--- config.mk ---
export PLATFORM = sky130hd
export DESIGN_NAME = lfsr9_frame_scrambler
export DESIGN_NICKNAME = d
export VERILOG_FILES = /design/src/rtl/lfsr9fs_pkg.sv /design/src/rtl/lfsr9fs_front.sv /design/src/rtl/lfsr9fs_fifo.sv /design/src/rtl/lfsr9fs_back.sv /design/src/rtl/lfsr9_frame_scrambler.sv
export SDC_FILE = /design/constraint.sdc
export NUM_CORES = 1
export LEC_CHECK = 0
export ABC_CLOCK_PERIOD_IN_PS = 4900
export BUFFER_PORTS_ARGS = -buffer_cell sky130_fd_sc_hd__clkbuf_2
export CAP_MARGIN = 20
export CORE_AREA = 2 2 128 130
export DETAILED_ROUTE_END_ITERATION = 16
export DIE_AREA = 0 0 130 132
export PLACE_DENSITY = 0.72
export SLEW_MARGIN = 0
export SYNTH_ARGS = -nofsm -noshare
export SYNTH_HDL_FRONTEND = slang
export SYNTH_SLANG_ARGS = --single-unit
export TNS_END_PERCENT = 1
--- constraint.sdc ---
create_clock -name aclk -period 4.9 [get_ports aclk]
set_input_delay 0.98 -clock aclk [delete_from_list [all_inputs] [get_ports aclk]]
set_output_delay 0.98 -clock aclk [all_outputs]
set_load 0.01 [all_outputs]
--- src/rtl/lfsr9fs_pkg.sv ---
// shared types, constants and the lfsr step function of the frame scrambler
`default_nettype none

package lfsr9fs_pkg;

    // frame and lfsr geometry
    localparam int          LFSR_W      = 9;
    localparam int          POS_W       = 4;
    localparam int          CNT_W       = 4;
    localparam logic [POS_W-1:0] FRAME_END  = 4'd15;   // no frame open
    localparam logic [POS_W-1:0] FRAME_LAST = 4'd14;   // fifteenth byte
    localparam logic [CNT_W-1:0] LEFT_FULL  = 4'd8;    // a whole byte of leftover bits
    localparam logic [LFSR_W-1:0] SEED_ONES = 9'h1ff;
    localparam int          FB_TAP      = 5;

    // queue between front and back
    localparam int          FIFO_DEPTH  = 2;

    // configuration port
    localparam int          PADDR_W        = 2;
    localparam logic [PADDR_W-1:0] ADDR_DEVICE_ID = 2'd0;

    // one classified item waiting for the back end
    typedef struct packed {
        logic [7:0]        data;
        logic              start;
        logic [LFSR_W-1:0] seed;
    } entry_t;

    // back end state visible to the top level
    typedef struct packed {
        logic [POS_W-1:0] pos;
        logic [CNT_W-1:0] left_cnt;
    } back_status_t;

    // eight right shifts of x^9+x^5+1, new msb is bit 5 xor bit 0
    function automatic logic [LFSR_W-1:0] next_chunk(input logic [LFSR_W-1:0] r);
        logic [LFSR_W-1:0] v;
        logic              fb;
        v = r;
        for (int i = 0; i < 8; i++) begin
            fb = v[FB_TAP] ^ v[0];
            v  = {fb, v[LFSR_W-1:1]};
        end
        return v;
    endfunction

endpackage

`default_nettype wire

--- src/rtl/lfsr9fs_front.sv ---
// front end: takes input transfers, forms the seed and classifies each byte
`default_nettype none

module lfsr9fs_front (
    input  wire logic [23:0]              s_tdata,    // data_byte[7:0], sequence_number[23:8]
    input  wire logic [0:0]               s_tuser,    // start_frame[0]
    input  wire logic                     s_tvalid,
    output logic                          s_tready,
    input  wire logic [8:0]               device_low,
    input  wire logic                     fifo_full,
    output logic                          push,
    output lfsr9fs_pkg::entry_t           entry
);

    logic [17:0] product;
    logic [8:0]  seed_raw;

    // seed is the low bits of sequence number times device id
    assign product  = {9'd0, s_tdata[16:8]} * {9'd0, device_low};
    assign seed_raw = product[8:0];

    // a zero seed would lock the lfsr, so it becomes all ones
    always_comb begin
        entry.data  = s_tdata[7:0];
        entry.start = s_tuser[0];
        entry.seed  = (seed_raw == 9'd0) ? lfsr9fs_pkg::SEED_ONES : seed_raw;
    end

    // accept whenever the queue has room
    assign s_tready = !fifo_full;
    assign push     = s_tvalid && !fifo_full;

endmodule

`default_nettype wire

--- src/rtl/lfsr9fs_fifo.sv ---
// short queue of classified bytes between front and back end
`default_nettype none

module lfsr9fs_fifo #(
    parameter int DEPTH = lfsr9fs_pkg::FIFO_DEPTH
) (
    input  wire logic                aclk,
    input  wire logic                aresetn,
    input  wire logic                push,
    input  wire lfsr9fs_pkg::entry_t wr_entry,
    output logic                     full,
    input  wire logic                pop,
    output logic                     rd_valid,
    output lfsr9fs_pkg::entry_t      rd_entry
);

    localparam int PTR_W = (DEPTH > 1) ? $clog2(DEPTH) : 1;
    localparam int CNT_W = $clog2(DEPTH + 1);

    lfsr9fs_pkg::entry_t slots_reg [DEPTH];
    logic [PTR_W-1:0]    wr_ptr_reg, wr_ptr_next;
    logic [PTR_W-1:0]    rd_ptr_reg, rd_ptr_next;
    logic [CNT_W-1:0]    count_reg, count_next;
    logic                do_push, do_pop;

    assign full     = (count_reg == CNT_W'(DEPTH));
    assign rd_valid = (count_reg != '0);
    assign rd_entry = slots_reg[rd_ptr_reg];
    assign do_push  = push && !full;
    assign do_pop   = pop && rd_valid;

    // pointer wrap and fill level
    always_comb begin
        wr_ptr_next = wr_ptr_reg;
        rd_ptr_next = rd_ptr_reg;
        count_next  = count_reg;
        if (do_push) begin
            wr_ptr_next = (wr_ptr_reg == PTR_W'(DEPTH - 1)) ? '0 : wr_ptr_reg + 1'b1;
        end
        if (do_pop) begin
            rd_ptr_next = (rd_ptr_reg == PTR_W'(DEPTH - 1)) ? '0 : rd_ptr_reg + 1'b1;
        end
        if (do_push && !do_pop) begin
            count_next = count_reg + 1'b1;
        end else if (do_pop && !do_push) begin
            count_next = count_reg - 1'b1;
        end
    end

    always_ff @(posedge aclk) begin
        if (!aresetn) begin
            wr_ptr_reg <= '0;
            rd_ptr_reg <= '0;
            count_reg  <= '0;
        end else begin
            wr_ptr_reg <= wr_ptr_next;
            rd_ptr_reg <= rd_ptr_next;
            count_reg  <= count_next;
        end
    end

    // slot storage, no reset needed
    always_ff @(posedge aclk) begin
        if (do_push) begin
            slots_reg[wr_ptr_reg] <= wr_entry;
        end
    end

endmodule

`default_nettype wire

--- src/rtl/lfsr9fs_back.sv ---
// back end: keystream state, xor and the output register
`default_nettype none

module lfsr9fs_back (
    input  wire logic                 aclk,
    input  wire logic                 aresetn,
    input  wire logic                 in_valid,
    input  wire lfsr9fs_pkg::entry_t  in_entry,
    output logic                      pop,
    output logic [7:0]                m_tdata,    // result_byte[7:0]
    output logic                      m_tlast,    // last_byte
    output logic [0:0]                m_tuser,    // beyond_frame[0]
    output logic                      m_tvalid,
    input  wire logic                 m_tready,
    output lfsr9fs_pkg::back_status_t status
);

    localparam int LW = lfsr9fs_pkg::LFSR_W;
    localparam int PW = lfsr9fs_pkg::POS_W;
    localparam int CW = lfsr9fs_pkg::CNT_W;

    logic [LW-1:0] lfsr_reg, lfsr_next;
    logic [7:0]    left_bits_reg, left_bits_next;
    logic [CW-1:0] left_cnt_reg, left_cnt_next;
    logic [PW-1:0] pos_reg, pos_next;

    logic          m_valid_reg;
    logic [7:0]    m_data_reg, m_data_next;
    logic          m_last_reg, m_last_next;
    logic          m_beyond_reg, m_beyond_next;

    logic [LW-1:0] cur_lfsr;
    logic [7:0]    cur_bits;
    logic [CW-1:0] cur_cnt;
    logic [PW-1:0] cur_pos;
    logic [LW-1:0] chunk;
    logic [16:0]   combined;
    logic [CW-1:0] shamt;
    logic [7:0]    keep_mask;
    logic [7:0]    key;

    // take an item when the output register is empty or being drained
    assign pop = in_valid && (!m_valid_reg || m_tready);

    // a start byte reseeds and opens a new frame
    always_comb begin
        if (in_entry.start) begin
            cur_lfsr = in_entry.seed;
            cur_bits = '0;
            cur_cnt  = '0;
            cur_pos  = '0;
        end else begin
            cur_lfsr = lfsr_reg;
            cur_bits = left_bits_reg;
            cur_cnt  = left_cnt_reg;
            cur_pos  = pos_reg;
        end
    end

    // next chunk joined below the leftover bits, msb first
    assign chunk     = lfsr9fs_pkg::next_chunk(cur_lfsr);
    assign combined  = {cur_bits, chunk};
    assign shamt     = cur_cnt + 1'b1;
    assign keep_mask = 8'((9'd1 << shamt) - 9'd1);

    // keystream byte and state update
    always_comb begin
        lfsr_next      = lfsr_reg;
        left_bits_next = left_bits_reg;
        left_cnt_next  = left_cnt_reg;
        pos_next       = pos_reg;
        key            = '0;
        m_data_next    = in_entry.data;
        m_last_next    = 1'b0;
        m_beyond_next  = 1'b1;
        if (cur_pos != lfsr9fs_pkg::FRAME_END) begin
            if (cur_cnt >= lfsr9fs_pkg::LEFT_FULL) begin
                key            = cur_bits;
                lfsr_next      = cur_lfsr;
                left_bits_next = '0;
                left_cnt_next  = '0;
            end else begin
                key            = 8'(combined >> shamt);
                lfsr_next      = chunk;
                left_bits_next = combined[7:0] & keep_mask;
                left_cnt_next  = shamt;
            end
            pos_next      = cur_pos + 1'b1;
            m_data_next   = in_entry.data ^ key;
            m_last_next   = (cur_pos == lfsr9fs_pkg::FRAME_LAST);
            m_beyond_next = 1'b0;
        end
    end

    always_ff @(posedge aclk) begin
        if (!aresetn) begin
            lfsr_reg      <= lfsr9fs_pkg::SEED_ONES;
            left_bits_reg <= '0;
            left_cnt_reg  <= '0;
            pos_reg       <= lfsr9fs_pkg::FRAME_END;
            m_valid_reg   <= 1'b0;
        end else begin
            if (pop) begin
                lfsr_reg      <= lfsr_next;
                left_bits_reg <= left_bits_next;
                left_cnt_reg  <= left_cnt_next;
                pos_reg       <= pos_next;
                m_valid_reg   <= 1'b1;
            end else if (m_tready) begin
                m_valid_reg   <= 1'b0;
            end
        end
    end

    // output payload
    always_ff @(posedge aclk) begin
        if (pop) begin
            m_data_reg   <= m_data_next;
            m_last_reg   <= m_last_next;
            m_beyond_reg <= m_beyond_next;
        end
    end

    assign m_tvalid        = m_valid_reg;
    assign m_tdata         = m_data_reg;
    assign m_tlast         = m_last_reg;
    assign m_tuser         = m_beyond_reg;
    assign status.pos      = pos_reg;
    assign status.left_cnt = left_cnt_reg;

endmodule

`default_nettype wire

--- src/rtl/lfsr9_frame_scrambler.sv ---
// top level of the lfsr9 frame scrambler: register port, front, queue, back
//
// Scrambles or descrambles a 15-byte frame one byte per transfer; the same
// operation does both. Input stream s_*: tdata carries the byte and the
// 16-bit sequence number, tuser[0] marks the first byte of a frame and
// reseeds the 9-bit LFSR from sequence number times device id. Output
// stream m_*: tdata is the byte xor keystream, tlast marks the fifteenth
// byte, tuser[0] flags a byte outside an open frame that passed unchanged.
// The device id register sits at APB address 0; write it only while idle.
// An input transfer passes through the queue and the output register before
// it leaves as an output transfer. Throughput is one byte per cycle while
// m_tready stays high: the LFSR step for a whole byte is a fixed xor network
// in the back end, and the queue plus output register keep both sides moving.
// When the receiver stalls, the output register holds, the queue fills
// (FIFO_DEPTH entries) and then s_tready drops.
// Reset empties the queue and output, sets the LFSR to all ones, closes any
// frame and clears the device id.
`default_nettype none

module lfsr9_frame_scrambler #(
    parameter int FIFO_DEPTH = lfsr9fs_pkg::FIFO_DEPTH
) (
    input  wire logic                            aclk,
    input  wire logic                            aresetn,
    // configuration
    input  wire logic                            psel,
    input  wire logic                            penable,
    input  wire logic                            pwrite,
    input  wire logic [lfsr9fs_pkg::PADDR_W-1:0] paddr,
    input  wire logic [31:0]                     pwdata,
    output logic [31:0]                          prdata,
    output logic                                 pready,
    // input stream
    input  wire logic [23:0]                     s_tdata,  // data_byte[7:0], sequence_number[23:8]
    input  wire logic [0:0]                      s_tuser,  // start_frame[0]
    input  wire logic                            s_tvalid,
    output logic                                 s_tready,
    // output stream
    output logic [7:0]                           m_tdata,  // result_byte[7:0]
    output logic                                 m_tlast,  // last_byte
    output logic [0:0]                           m_tuser,  // beyond_frame[0]
    output logic                                 m_tvalid,
    input  wire logic                            m_tready
);

    logic [31:0]               device_id_reg, device_id_next;
    logic                      cfg_write;
    logic                      push;
    logic                      fifo_full;
    logic                      fifo_valid;
    logic                      pop;
    lfsr9fs_pkg::entry_t       wr_entry;
    lfsr9fs_pkg::entry_t       rd_entry;
    lfsr9fs_pkg::back_status_t back_status;

    // register port
    assign pready    = 1'b1;
    assign cfg_write = psel && penable && pwrite && pready;

    always_comb begin
        device_id_next = device_id_reg;
        if (cfg_write && (paddr == lfsr9fs_pkg::ADDR_DEVICE_ID)) begin
            device_id_next = pwdata;
        end
    end

    always_ff @(posedge aclk) begin
        if (!aresetn) begin
            device_id_reg <= '0;
        end else begin
            device_id_reg <= device_id_next;
        end
    end

    assign prdata = (paddr == lfsr9fs_pkg::ADDR_DEVICE_ID) ? device_id_reg : 32'd0;

    // front end
    lfsr9fs_front u_front (
        .s_tdata    (s_tdata),
        .s_tuser    (s_tuser),
        .s_tvalid   (s_tvalid),
        .s_tready   (s_tready),
        .device_low (device_id_reg[8:0]),
        .fifo_full  (fifo_full),
        .push       (push),
        .entry      (wr_entry)
    );

    // queue
    lfsr9fs_fifo #(
        .DEPTH (FIFO_DEPTH)
    ) u_fifo (
        .aclk     (aclk),
        .aresetn  (aresetn),
        .push     (push),
        .wr_entry (wr_entry),
        .full     (fifo_full),
        .pop      (pop),
        .rd_valid (fifo_valid),
        .rd_entry (rd_entry)
    );

    // back end
    lfsr9fs_back u_back (
        .aclk     (aclk),
        .aresetn  (aresetn),
        .in_valid (fifo_valid),
        .in_entry (rd_entry),
        .pop      (pop),
        .m_tdata  (m_tdata),
        .m_tlast  (m_tlast),
        .m_tuser  (m_tuser),
        .m_tvalid (m_tvalid),
        .m_tready (m_tready),
        .status   (back_status)
    );

    // leftover keystream never holds more than one byte
    assert property (@(posedge aclk) disable iff (!aresetn)
        back_status.left_cnt <= lfsr9fs_pkg::LEFT_FULL)
        else $error("leftover count above one byte");

    // a passed-through byte never closes a frame
    assert property (@(posedge aclk) disable iff (!aresetn)
        m_tvalid && m_tuser[0] |-> !m_tlast)
        else $error("beyond-frame byte flagged as last");

    // a byte flagged last leaves the frame closed
    assert property (@(posedge aclk) disable iff (!aresetn)
        pop && !rd_entry.start && (back_status.pos == lfsr9fs_pkg::FRAME_LAST)
        |=> (back_status.pos == lfsr9fs_pkg::FRAME_END) && m_tlast)
        else $error("frame not closed after fifteenth byte");

    // output is empty right after reset
    assert property (@(posedge aclk)
        $past(!aresetn) && aresetn |-> !m_tvalid)
        else $error("output valid straight after reset");

endmodule

`default_nettype wire
==> metrics.txt <==
Port Buffers approximately 100; Crit Path Category in2reg; WP data required about 5000 ps; met3 WL about 850 um; post-CTS setup buffers 0; largest net degree at the start of global routing 64; Worst-Margin Slew slightly below 900 ps; met1 wire length about 6600 um; worst reg-to-reg setup slack between 400 and 500 ps; CTS hold repair buffers 0; Yosys top cell area share between 10% and 20%; critical-path cell list clkbuf_2 > and2_1 > fa_1 > fa_1 > ha_1 > fa_1 > fa_1 > a21o_1 > a21oi_1 > xnor2_1 > xnor2_1 > xnor2_1 > nand2_1 > nand2b_1; Yosys top cell by area edfxtp_1; status finished, final reports clean; worst ir drop on vdd 219 uV; Pre-antenna DRT Iters 5; Synth top cells by count nand2_1, and2_1, dfxtp_1; hold path startpoint device_id_reg[13]; Tcrit/Tclk final 93.9%; number of flip-flops in the largest register 36; highest metal used met4; Post-synth EDFFs 46; net count after synthesis ~860; Crit path max-delay family adder cells; number of diodes 0; Max-slew headroom a little over two fifths; most frequent cell after synthesis nand2_1; pwr/cell area between 400 and 500 nW/um^2; ys async rst share 0%; Top-Level Pins 111; number of H-tree levels 3; hold path depth 2; CTS max path bufs 2; Synth area leaders edfxtp_1, dfxtp_1, nand2_1; Yosys reg bits 109; hold_ws roughly 460 ps; top_reg_cell synth dfxtp_1; Hold EP device_id_reg[13]; Core Region approximately 16,000 um^2; Mapped Avg Cell Area between 9 and 10 um^2; min cycle time layout approximately 4600 ps; r2r startpoint device_id_reg[0]; sequential area share after synthesis between 30% and 40%; RSZ-0062 raised after global routing false; 1st-iter DRT viols 388; Worst Path Arrival approximately 4700 ps; Buf/Inv on CP 1; Post-Syn Area between 6000 and 7000 um^2; initial core utilization between 40% and 50%; detailed placer's ending HPWL roughly 11,000 um; WL/cell 14.5 um; first-pass GRT wire length ~25,000 um; slowest library cell on the worst path fa_1; critical path capture point type register; die area about 17,000 um^2; vias in the first global route roughly 5,300; total track usage between 10% and 20%; DR vias/cell between 5 and 6; Synth cell types 65; Max-Cap Viols 0; DRT antenna net count 0; via count 5,541; most used cell, CP fa_1; initial antenna violation count 0; clk sinks roughly 110; Die H 132 um; Final Hold Viols 0; crit start category primary input; clk slew on worst S/H paths approximately 80 ps; fin. max-slew vios 0; area of the multi-input gates about 4000 um^2; Worst-Skew Late Latency ~360 ps; sequential cell area between 2000 and 3000 um^2; worst min-delay path class reg2reg; nets between 900 and 1,000; Syn Inst Count around 750; Area Growth Syn to Fin 15.7%; Slowest Stage Delay on Critical Path 560 ps; FP Rows 46; Fin Clk Skew between 10 and 15 ps; Worst Path Max Fanout 8; Final Total Pwr between 3 and 4 mW; GP Congestion ~0.91; grt ovf 0; post_cts resized 0; drt drc 0; endpoints failing setup 0; fmax about 220 MHz; WL met2 approximately 7600 um; Leak 3.32 nW; Synth Warn # 0; CTS tree done; die width 130 um; CTS root buf clkbuf_16; reg2reg path depth 13; Critical R2R Capture u_fifo.slots_reg[1][7]; CTS buffer count 9; Fill cells around 1,500; share of cells above drive strength 1 about a fifth; Post-Route WL roughly 15,000 um
-- cells in the final DEF, fill, tap and decap left out, types with 8 or more instances in the layout --
cell type    n
xnor2_1     30
nand3_1     21
edfxtp_1    46
clkbuf_2   102
a21oi_1     21
nand2_1    141
clkbuf_16    9
inv_1       19
nor3_1      14
ha_1        27
nor2_1      23
o21ai_0     24
o211ai_1    17
and2_1      65
a21boi_0    37
dfxtp_1     63
and3_1       9
buf_4       22
xor2_1      16
mux2i_1     23
nand2b_1     8
fa_1        18
nor2b_1     10
-- kinds of logic after synthesis --
group / after synthesis / synth area share, %
AOI/OAI and AO/OA: 140 / 14.5
xor gates and xnor gates: 49 / 6.60
adders and majority gates: 45 / 10.1
buffers and inverters: 67 / 4.18
DFF: 109 / 38.1
muxes: 30 / 4.67
other: 1 / 0.0540
and+or+nand+nor: 312 / 21.8
-- metal layers --
metal  vias up  global-route usage [%]
li1       2785                       -
met1      2567                    22.9
met2       163                    31.0
met3        26                    3.94
met4         0                    6.27
met5         -                       0
-- worst max-delay path by stage --
stage	from	endpoint	slack (ps)	cells past startpoint
CTS	s_tdata[11]	u_fifo.slots_reg[1][7]	280	14
global placement	s_tdata[11]	u_fifo.slots_reg[0][3]	-50	14
detailed placement	s_tdata[11]	u_fifo.slots_reg[0][7]	-90	14
finish	s_tdata[11]	u_fifo.slots_reg[1][7]	300	14
global route	s_tdata[11]	u_fifo.slots_reg[1][1]	110	14
floorplan	s_tdata[11]	u_fifo.slots_reg[0][1]	240	13
-- worst reg2reg max path: stages, from the launching register on --
cell and delay (ps):
dfxtp_1 600, and2_1 220, fa_1 430, fa_1 470, ha_1 330, fa_1 540, fa_1 450, a21o_1 190
a21oi_1 180, xnor2_1 150, xnor2_1 160, xnor2_1 110, nand2_1 220, nand2b_1 120
-- layout make-up --
type | count | share of cell area, %
Sequential cell | 109 | 32.9
Inverter | 22 | 1.03
Tap cell | 216 | 3.37
Timing Repair Buffer | 126 | 9.01
Clock inverter | 7 | 0.935
Multi-Input combinational cell | 577 | 49.9
Clock buffer | 9 | 2.81
-- power breakdown --
group | internal [mW] | total, mW | switching, mW
registers | 1.17 | 1.27 | 0.0946
clock network | 0.364 | 0.732 | 0.368
logic | 0.690 | 1.66 | 0.971
-- per-stage QoR --
| stage | cell area [um^2] | TNS [ps] | utilization (%) | setup WS, ps | std cells |
|---|---|---|---|---|---|
| 3_3_place_gp | 7680 | -545 | 48.9 | -52.5 | 1048 |
| 5_1_grt | 8030 | 0 | 51.1 | 111 | 1066 |
| 2_1_floorplan | 6940 | 0 | - | 237 | 753 |
| 3_5_place_dp | 7680 | -1260 | 48.9 | -94.1 | 1048 |
| 4_1_cts | 7980 | 0 | 50.8 | 278 | 1064 |
| 6_report | 8030 | 0 | 51.1 | 300 | 1066 |
No activity file was read; power rests on OpenSTA's default activity.
